File: config.mk
export PLATFORM = sky130hd
export DESIGN_NAME = periodic_timer_table_top
export DESIGN_NICKNAME = d
export VERILOG_FILES = /design/src/sv/ptt_pkg.sv /design/src/sv/ptt_slots.sv /design/src/sv/periodic_timer_table_top.sv
export SDC_FILE = /design/constraint.sdc
export NUM_CORES = 2
export LEC_CHECK = 0
export BUFFER_PORTS_ARGS = -buffer_cell sky130_fd_sc_hd__clkbuf_2
export CORE_MARGIN = 1
export CORE_UTILIZATION = 38
export CTS_CLUSTER_DIAMETER = 120
export DETAILED_ROUTE_END_ITERATION = 8
export GPL_ROUTABILITY_DRIVEN = 0
export HOLD_SLACK_MARGIN = 0.15
export MAX_ROUTING_LAYER = met4
export SYNTH_ARGS = -nofsm -noshare
export SYNTH_HDL_FRONTEND = slang
export SYNTH_HIERARCHICAL = 1
export SYNTH_SLANG_ARGS = --single-unit
File: constraint.sdc
create_clock -name clk -period 12.1 [get_ports clk]
set_input_delay 0.605 -clock clk [delete_from_list [all_inputs] [get_ports clk]]
set_output_delay 0.605 -clock clk [all_outputs]
set_load 0.1 [all_outputs]
File: src/sv/ptt_pkg.sv
package ptt_pkg;

	localparam int SLOTS = 16;
	localparam int SLOT_W = (SLOTS > 1) ? $clog2(SLOTS) : 1;
	localparam int MAX_FIRED = 16;
	localparam int FIRED_W = $clog2(MAX_FIRED + 1);

	localparam logic [2:0] FUNC_ADD = 3'd0;
	localparam logic [2:0] FUNC_STOP = 3'd1;
	localparam logic [2:0] FUNC_CLEAR = 3'd2;
	localparam logic [2:0] FUNC_RESTART_ALL = 3'd3;
	localparam logic [2:0] FUNC_TICK = 3'd4;

	typedef enum logic [2:0] {
		KIND_ADDED = 3'd0,
		KIND_FULL = 3'd1,
		KIND_BAD_INTERVAL = 3'd2,
		KIND_ACK = 3'd3,
		KIND_FIRED = 3'd4,
		KIND_TICK_DONE = 3'd5
	} kind_t;

	typedef enum logic [2:0] {
		ST_IDLE,
		ST_ADD,
		ST_ONE,
		ST_ALL,
		ST_TICK,
		ST_DONE
	} state_t;

	typedef struct packed {
		logic add;
		logic free;
		logic set_deadline;
		logic [23:0] period;
		logic [31:0] tag;
		logic [15:0] seq;
		logic [31:0] deadline;
	} slot_wr_t;

endpackage

File: src/sv/ptt_slots.sv
module ptt_slots (
	input logic clk,
	input logic arst_n,
	input logic [ptt_pkg::SLOT_W-1:0] idx,
	input ptt_pkg::slot_wr_t wr,
	output logic rd_valid,
	output logic [23:0] rd_period,
	output logic [31:0] rd_deadline,
	output logic [31:0] rd_tag,
	output logic [15:0] rd_seq
);

	logic [ptt_pkg::SLOTS-1:0] valid_q;
	logic [23:0] period_q [ptt_pkg::SLOTS];
	logic [31:0] deadline_q [ptt_pkg::SLOTS];
	logic [31:0] tag_q [ptt_pkg::SLOTS];
	logic [15:0] seq_q [ptt_pkg::SLOTS];

	always_ff @(posedge clk or negedge arst_n) begin
		if (!arst_n) begin
			valid_q <= '0;
		end else if (wr.add) begin
			valid_q[idx] <= 1'b1;
		end else if (wr.free) begin
			valid_q[idx] <= 1'b0;
		end
	end

	always_ff @(posedge clk) begin
		if (wr.add) begin
			period_q[idx] <= wr.period;
			tag_q[idx] <= wr.tag;
			seq_q[idx] <= wr.seq;
		end
		if (wr.set_deadline) begin
			deadline_q[idx] <= wr.deadline;
		end
	end

	assign rd_valid = valid_q[idx];
	assign rd_period = period_q[idx];
	assign rd_deadline = deadline_q[idx];
	assign rd_tag = tag_q[idx];
	assign rd_seq = seq_q[idx];

endmodule

File: src/sv/periodic_timer_table_top.sv
// Table of periodic timers driven by commands.
// A command word is taken at a rising edge with start high and busy low; it
// carries func, now, interval, tag and timer_id. Busy stays high while the
// command is worked on and no further command is taken.
// Every result word is shown for exactly one cycle with strobe high; the
// receiver cannot stall, so results are simply presented and gone.
// Add scans the slots one per cycle for the first free one and answers with
// added, full or bad interval. Stop and clear answer with an ack, as do the
// unused function codes. Restart all scans every slot. Tick scans every slot,
// one per cycle, reporting each expired timer as a fired word the cycle after
// its slot is visited, then closes with tick done. The scan goes through the
// slot store one entry per cycle, through a single adder and comparator. The
// final word of a command carries last and appears in the cycle in which busy
// has already dropped.
// Reset empties the table, clears the sequence counter and returns to idle.
module periodic_timer_table_top (
	input logic clk,
	input logic arst_n,
	input logic start,
	output logic busy,
	input logic [2:0] func,
	input logic [31:0] now,
	input logic [23:0] interval,
	input logic [31:0] tag,
	input logic [23:0] timer_id,
	output logic strobe,
	output logic [2:0] kind,
	output logic [23:0] result_id,
	output logic [31:0] fired_tag,
	output logic last
);

	localparam int SW = ptt_pkg::SLOT_W;
	localparam int FW = ptt_pkg::FIRED_W;

	ptt_pkg::state_t state_q, state_d;
	logic [SW-1:0] idx_q;
	logic [FW-1:0] fired_q;
	logic [15:0] seq_q;
	logic strobe_q;
	logic [2:0] func_q;
	logic [31:0] now_q;
	logic [23:0] interval_q;
	logic [31:0] tag_q;
	logic [23:0] timer_id_q;
	logic slot_ok_q;
	logic [2:0] kind_q;
	logic [23:0] result_id_q;
	logic [31:0] fired_tag_q;
	logic last_q;

	logic accept;
	logic rd_valid;
	logic [23:0] rd_period;
	logic [31:0] rd_deadline;
	logic [31:0] rd_tag;
	logic [15:0] rd_seq;
	ptt_pkg::slot_wr_t wr;
	logic [23:0] period_src;
	logic [31:0] sum;
	logic expired;
	logic last_slot;
	logic match;
	logic idx_inc;
	logic fired_inc;
	logic seq_inc;
	logic emit;
	ptt_pkg::kind_t emit_kind;
	logic [23:0] emit_id;
	logic [31:0] emit_tag;
	logic emit_last;

	ptt_slots u_slots (
		.clk(clk),
		.arst_n(arst_n),
		.idx(idx_q),
		.wr(wr),
		.rd_valid(rd_valid),
		.rd_period(rd_period),
		.rd_deadline(rd_deadline),
		.rd_tag(rd_tag),
		.rd_seq(rd_seq)
	);

	assign busy = (state_q != ptt_pkg::ST_IDLE);
	assign accept = start && !busy;

	// One adder serves add, clear, restart all and tick; the expiry comparator serves tick.
	assign period_src = (state_q == ptt_pkg::ST_ADD) ? interval_q : rd_period;
	assign sum = now_q + 32'(period_src);
	assign expired = rd_valid && (now_q > rd_deadline);
	assign last_slot = (idx_q == SW'(ptt_pkg::SLOTS - 1));
	assign match = slot_ok_q && rd_valid && (rd_seq == timer_id_q[15:0]);

	always_comb begin
		state_d = state_q;
		wr = '0;
		wr.period = interval_q;
		wr.tag = tag_q;
		wr.seq = seq_q;
		wr.deadline = sum;
		idx_inc = 1'b0;
		fired_inc = 1'b0;
		seq_inc = 1'b0;
		emit = 1'b0;
		emit_kind = ptt_pkg::KIND_ACK;
		emit_id = '0;
		emit_tag = '0;
		emit_last = 1'b1;
		unique case (state_q)
			ptt_pkg::ST_IDLE: begin
				if (accept) begin
					unique case (func)
						ptt_pkg::FUNC_ADD: state_d = ptt_pkg::ST_ADD;
						ptt_pkg::FUNC_RESTART_ALL: state_d = ptt_pkg::ST_ALL;
						ptt_pkg::FUNC_TICK: state_d = ptt_pkg::ST_TICK;
						default: state_d = ptt_pkg::ST_ONE;
					endcase
				end
			end
			ptt_pkg::ST_ADD: begin
				if (interval_q == '0) begin
					emit = 1'b1;
					emit_kind = ptt_pkg::KIND_BAD_INTERVAL;
					state_d = ptt_pkg::ST_IDLE;
				end else if (!rd_valid) begin
					wr.add = 1'b1;
					wr.set_deadline = 1'b1;
					seq_inc = 1'b1;
					emit = 1'b1;
					emit_kind = ptt_pkg::KIND_ADDED;
					emit_id = {8'(idx_q), seq_q};
					state_d = ptt_pkg::ST_IDLE;
				end else if (last_slot) begin
					emit = 1'b1;
					emit_kind = ptt_pkg::KIND_FULL;
					state_d = ptt_pkg::ST_IDLE;
				end else begin
					idx_inc = 1'b1;
				end
			end
			ptt_pkg::ST_ONE: begin
				wr.free = (func_q == ptt_pkg::FUNC_STOP) && match;
				wr.set_deadline = (func_q == ptt_pkg::FUNC_CLEAR) && match;
				emit = 1'b1;
				state_d = ptt_pkg::ST_IDLE;
			end
			ptt_pkg::ST_ALL: begin
				wr.set_deadline = rd_valid;
				if (last_slot) begin
					emit = 1'b1;
					state_d = ptt_pkg::ST_IDLE;
				end else begin
					idx_inc = 1'b1;
				end
			end
			ptt_pkg::ST_TICK: begin
				if (expired && (fired_q < FW'(ptt_pkg::MAX_FIRED))) begin
					wr.set_deadline = 1'b1;
					fired_inc = 1'b1;
					emit = 1'b1;
					emit_kind = ptt_pkg::KIND_FIRED;
					emit_id = {8'(idx_q), rd_seq};
					emit_tag = rd_tag;
					emit_last = 1'b0;
				end
				if (last_slot) begin
					state_d = ptt_pkg::ST_DONE;
				end else begin
					idx_inc = 1'b1;
				end
			end
			ptt_pkg::ST_DONE: begin
				emit = 1'b1;
				emit_kind = ptt_pkg::KIND_TICK_DONE;
				state_d = ptt_pkg::ST_IDLE;
			end
			default: begin
				state_d = ptt_pkg::ST_IDLE;
			end
		endcase
	end

	always_ff @(posedge clk or negedge arst_n) begin
		if (!arst_n) begin
			state_q <= ptt_pkg::ST_IDLE;
		end else begin
			state_q <= state_d;
		end
	end

	always_ff @(posedge clk or negedge arst_n) begin
		if (!arst_n) begin
			idx_q <= '0;
			fired_q <= '0;
			seq_q <= '0;
			strobe_q <= 1'b0;
		end else begin
			strobe_q <= emit;
			if (seq_inc) begin
				seq_q <= seq_q + 16'd1;
			end
			if (accept) begin
				fired_q <= '0;
				if ((func == ptt_pkg::FUNC_STOP) || (func == ptt_pkg::FUNC_CLEAR)) begin
					idx_q <= timer_id[16 +: SW];
				end else begin
					idx_q <= '0;
				end
			end else begin
				if (idx_inc) begin
					idx_q <= idx_q + SW'(1);
				end
				if (fired_inc) begin
					fired_q <= fired_q + FW'(1);
				end
			end
		end
	end

	always_ff @(posedge clk) begin
		if (accept) begin
			func_q <= func;
			now_q <= now;
			interval_q <= interval;
			tag_q <= tag;
			timer_id_q <= timer_id;
			slot_ok_q <= ({1'b0, timer_id[23:16]} < 9'(ptt_pkg::SLOTS));
		end
		if (emit) begin
			kind_q <= emit_kind;
			result_id_q <= emit_id;
			fired_tag_q <= emit_tag;
			last_q <= emit_last;
		end
	end

	assign strobe = strobe_q;
	assign kind = kind_q;
	assign result_id = result_id_q;
	assign fired_tag = fired_tag_q;
	assign last = last_q;

endmodule

==> flow_results.xml <==
<?xml version="1.0" encoding="UTF-8"?>
<metrics>
  <group name="placement">
    <metric name="post-dp-hpwl" unit="µm">98200</metric>
    <metric name="port_buffers" unit="">175</metric>
    <metric name="place.detailed.instances" unit="">6030</metric>
    <metric name="preCtsSetupSlack" unit="ns">4.59</metric>
    <metric name="placed_cell_area" unit="µm²">77100</metric>
  </group>
  <group name="sta">
    <metric name="finalWorstPathRequiredPeriod" unit="ns">7.47</metric>
    <metric name="timing_hold_violations_final" unit="">0</metric>
    <metric name="setup_viol" unit="">0</metric>
    <metric name="post-route-worst-setup-slack" unit="ns">4.63</metric>
    <metric name="post-route-period-util" unit="">0.617</metric>
    <metric name="worst_slew_pin_slew" unit="ns">1.25</metric>
    <metric name="maxSlewHeadroom" unit="">0.164</metric>
    <metric name="setup_repair_after_global_routing_missed_its_margin" unit="">false</metric>
    <metric name="fmaxAchievable" unit="MHz">134</metric>
    <metric name="final.hold.worst_slack" unit="ns">0.202</metric>
    <metric name="clock-skew-final" unit="ns">0.0524</metric>
    <metric name="finalSetupTns" unit="ns">0</metric>
    <metric name="final_max_slew_viol_count" unit="">0</metric>
  </group>
  <group name="layout">
    <metric name="final_nets" unit="">3999</metric>
    <metric name="layout.cells.most_common" unit="">sky130_fd_sc_hd__edfxtp_1</metric>
    <metric name="final_layout_size_suffix_gt1_frac" unit="">0.246</metric>
    <metric name="fillerInstances" unit="">16100</metric>
    <metric name="post_route_cell_area" unit="µm²">84500</metric>
    <metric name="final_cell_mix" unit="">1,828 x sky130_fd_sc_hd__edfxtp_1, 364 x sky130_fd_sc_hd__mux4_2, 211 x sky130_fd_sc_hd__a22oi_1, 187 x sky130_fd_sc_hd__clkbuf_16, 175 x sky130_fd_sc_hd__clkbuf_2</metric>
    <metric name="layout.cells.non_filler" unit="">6493</metric>
    <metric name="area_growth_syn_to_layout" unit="%">15.7</metric>
  </group>
  <group name="global_routing">
    <metric name="grt_max_degree" unit="">108</metric>
    <metric name="globalRouteTotalUtil" unit="">0.191</metric>
    <metric name="grt_pass1_vias" unit="">36300</metric>
    <metric name="wire_length_of_the_first_global_routing_pass" unit="µm">259000</metric>
    <metric name="globalRouteOverflowTotal" unit="">0</metric>
    <metric name="number_of_antenna_violations_at_the_first_check_in_global_routing" unit="">16</metric>
  </group>
  <group name="logic_synthesis">
    <metric name="synth_largest_area_cell" unit="">sky130_fd_sc_hd__edfxtp_1</metric>
    <metric name="yosysWarningCount" unit="">6</metric>
    <metric name="synthTopCellsByArea" unit="">sky130_fd_sc_hd__edfxtp_1 75%, sky130_fd_sc_hd__mux4_2 11%, sky130_fd_sc_hd__a22oi_1 2.2%</metric>
    <metric name="synth.yosys.seq_area_share" unit="">0.767</metric>
    <metric name="netlist-cell-type-count" unit="">78</metric>
    <metric name="avgSynthCellArea" unit="µm²">21.3</metric>
    <metric name="async_flop_share" unit="">0.0240</metric>
    <metric name="netlist_area" unit="µm²">73000</metric>
    <metric name="synth-seq-cells" unit="">1873</metric>
    <metric name="synth_largest_type_area_fraction" unit="">0.752</metric>
    <metric name="ys_dominant_reg_cell" unit="">sky130_fd_sc_hd__edfxtp_1</metric>
    <metric name="edff_count_synth" unit="">1828</metric>
    <metric name="post_synth_inst_count" unit="">3426</metric>
  </group>
  <group name="clock_network">
    <metric name="clock_sinks" unit="">1873</metric>
    <metric name="clkTransAtPathRegs" unit="ns">0.06</metric>
    <metric name="cts_tree" unit="">built</metric>
    <metric name="h-tree-depth" unit="">4</metric>
    <metric name="post_cts_resize_count" unit="">0</metric>
    <metric name="clk_latency" unit="ns">0.85</metric>
    <metric name="postCtsSetupRepairBufs" unit="">0</metric>
    <metric name="cts-root-to-sink-buffers" unit="">3</metric>
    <metric name="clockRootBuffer" unit="">sky130_fd_sc_hd__clkbuf_16</metric>
    <metric name="tritoncts.num_buffers" unit="">186</metric>
  </group>
  <group name="setup_path">
    <metric name="timing.critical_path.required" unit="ns">12.54</metric>
    <metric name="timing.critical_path.from_type" unit="">flip-flop</metric>
    <metric name="cpMostUsedCell" unit="">sky130_fd_sc_hd__nand3_1</metric>
    <metric name="crit_fanout" unit="">97</metric>
    <metric name="critical_path.endpoint_type" unit="">flip-flop</metric>
    <metric name="cp_slowest_stage_delay" unit="ns">1.13</metric>
    <metric name="worstPathArrival" unit="ns">7.90</metric>
    <metric name="critical_path.slowest_cell" unit="">sky130_fd_sc_hd__dfrtp_4</metric>
    <metric name="timing.critical_path.cells" unit="">buf_12, mux4_2, a22oi_1, nand2_1, inv_1, ha_1, and3_1, nand3_1, or3_1, o221a_2, o21ai_4, buf_4, or2_4, a311o_1, nand3_1, nor2_4</metric>
    <metric name="worst_r2r_startpoint" unit="">idx_q[0]</metric>
    <metric name="kind_of_critical_path" unit="">flip-flop to flip-flop</metric>
    <metric name="worst_setup_path_startpoint" unit="">idx_q[0]</metric>
  </group>
  <group name="status">
    <metric name="run_status" unit="">finished clean</metric>
  </group>
  <group name="power">
    <metric name="share_seq_of_total_power" unit="">0.422</metric>
    <metric name="switching_share" unit="">0.343</metric>
    <metric name="cell_internal_pwr" unit="W">0.0146</metric>
    <metric name="proportion_of_power_drawn_by_the_clock_network" unit="">0.262</metric>
    <metric name="power_per_cell_area" unit="nW/µm²">263</metric>
    <metric name="power.combinational.fraction" unit="">0.317</metric>
    <metric name="net-switching-power" unit="W">0.00762</metric>
    <metric name="power.ir.vdd_worst" unit="mV">0.220</metric>
    <metric name="leakagePower" unit="nW">26.9</metric>
  </group>
  <group name="routing">
    <metric name="drt_first_pass_iters" unit="">6</metric>
    <metric name="drt-total-wl" unit="µm">179000</metric>
    <metric name="route.detailed.vias_per_inst" unit="">5.53</metric>
    <metric name="route.antenna.remaining_nets" unit="">0</metric>
    <metric name="detail_route.wl_per_cell" unit="µm">27.6</metric>
    <metric name="detail_route.drc_violations" unit="">0</metric>
    <metric name="routed-via-count" unit="">35900</metric>
    <metric name="drt_iter0_markers" unit="">3289</metric>
  </group>
  <group name="job">
    <metric name="timing.max_cap.violations" unit="">0</metric>
  </group>
  <group name="floorplan">
    <metric name="initial_utilization" unit="">0.383</metric>
    <metric name="io-pin-count" unit="">180</metric>
    <metric name="core" unit="µm²">191000</metric>
    <metric name="floorplan.die.height" unit="µm">440</metric>
    <metric name="core.rowCount" unit="">160</metric>
    <metric name="floorplan.die.width" unit="µm">440</metric>
    <metric name="total_die_area" unit="µm²">194000</metric>
  </group>
  <group name="worst_hold_path">
    <metric name="hp-start" unit="">timer_id[18]</metric>
    <metric name="worstHoldPathType" unit="">input port to flip-flop</metric>
  </group>
</metrics>
==> final timing paths <==
kind	cells after the start	slack (ns)	end
min in group asynchronous	3	0.40	strobe
max in group asynchronous	3	11.12	idx_q[1]
hold / removal	3	0.20	idx_q[2]
setup reg to reg	16	4.63	u_slots/deadline_q[15][5]
hold reg to reg	2	0.50	fired_q[4]
setup / recovery	16	4.63	u_slots/deadline_q[15][5]
==> through the flow <==
step,utilization,power [W]
finish,0.443,0.0223
detailed placement,0.405,0.0166
CTS,0.443,0.0224
floorplan,-,0.0141
global route,0.443,0.0232
global placement,0.405,0.0165
==> cell type report <==
type	count	area [µm²]	area share
Clock buffer	226	4840	0.0572
Inverter	47	181	0.00215
Multi-Input combinational cell	1337	16200	0.192
Clock inverter	116	1370	0.0162
Sequential cell	1873	56000	0.663
Antenna cell	7	17.5	0.000207
Timing Repair Buffer	376	2720	0.0321
Tap cell	2511	3140	0.0372
==> cells by family (layout without fill, tap and decap cells) <==
kind of cell             Yosys count  in the layout  share of synthesized area
buffers and inverters            219            765                     0.0153
AO/OA/AOI/OAI                    404            404                     0.0393
XOR/XNOR                          56             56                    0.00672
adder cells (fa/ha/maj)           60             60                     0.0104
flip-flops                      1873           1873                      0.767
AND/OR/NAND/NOR                  364            364                     0.0243
other                              1             11                  0.0000514
multiplexers                     449            449                      0.137
==> power groups by stage <==
stage          Combinational (W)  Sequential [W]  Clock [W]
2_1_floorplan            0.00434         0.00981          0
3_3_place_gp             0.00695         0.00952          0
3_5_place_dp             0.00703         0.00954          0
4_1_cts                  0.00708         0.00941    0.00593
5_1_grt                  0.00758         0.00944    0.00618
6_report                 0.00705         0.00938    0.00582
==> Yosys cell counts (all sizes together), types with 2 or more instances <==
cell / number
edfxtp: 1828
mux4: 420
a22oi: 211
nand2: 148
buf: 96
clkbuf: 76
o21ai: 64
nor2: 60
ha: 59
inv: 46
a21oi: 45
dfrtp: 45
and2: 42
xnor2: 40
mux2: 26
nand3: 26
a21o: 20
nand4: 20
a22o: 16
xor2: 16
nor3: 10
nor4: 10
and3: 9
nand2b: 9
o211ai: 8
nor2b: 6
or2: 6
nor3b: 5
a21boi: 4
a311oi: 4
a41oi: 4
o21a: 4
or3: 4
a31oi: 3
and4: 3
mux2i: 3
nand3b: 3
o21bai: 3
a211oi: 2
o2111ai: 2
o211a: 2
o22a: 2
o22ai: 2
o311ai: 2
==> layer usage <==
layer / vias to the layer above / wire length [µm] / part of all wire / global-route usage
li1: 15200 / - / - / -
met1: 19400 / 76000 / 0.42 / 0.253
met2: 1099 / 89400 / 0.50 / 0.308
met3: 257 / 9550 / 0.053 / 0.0280
met4: 0 / 4420 / 0.025 / 0.0540
met5: - / 0 / 0 / -
==> flip-flops by register name, indices dropped and copies added (netlist names), 3 cells and up, named ones only <==
name / flops
fired_tag: 32
u_slots/tag_q: 512
u_slots/deadline_q: 512
fired_q: 5
state_q: 3
idx_q: 4
result_id: 20
timer_id_q: 16
now_q: 32
tag_q: 32
u_slots/seq_q: 256
func_q: 3
interval_q: 24
kind: 3
u_slots/period_q: 384
seq_q: 16
==> critical path, delay by kind of cell (launching register included) <==
family,cells,cell delay [ns]
AND/OR/NAND/NOR,7,2.41
multiplexers,1,0.59
flip-flops,1,1.13
adder cells (fa/ha/maj),1,0.13
AO/OA/AOI/OAI,4,1.11
buffers and inverters,3,1.43
==> repair_timing <==
action / in CTS / in global routing
hold endpoints to repair: 156 / 0
hold buffers: 112 / 0
endpoints found under the setup margin: 0 / 0
Power figures use the tool's default switching activity.
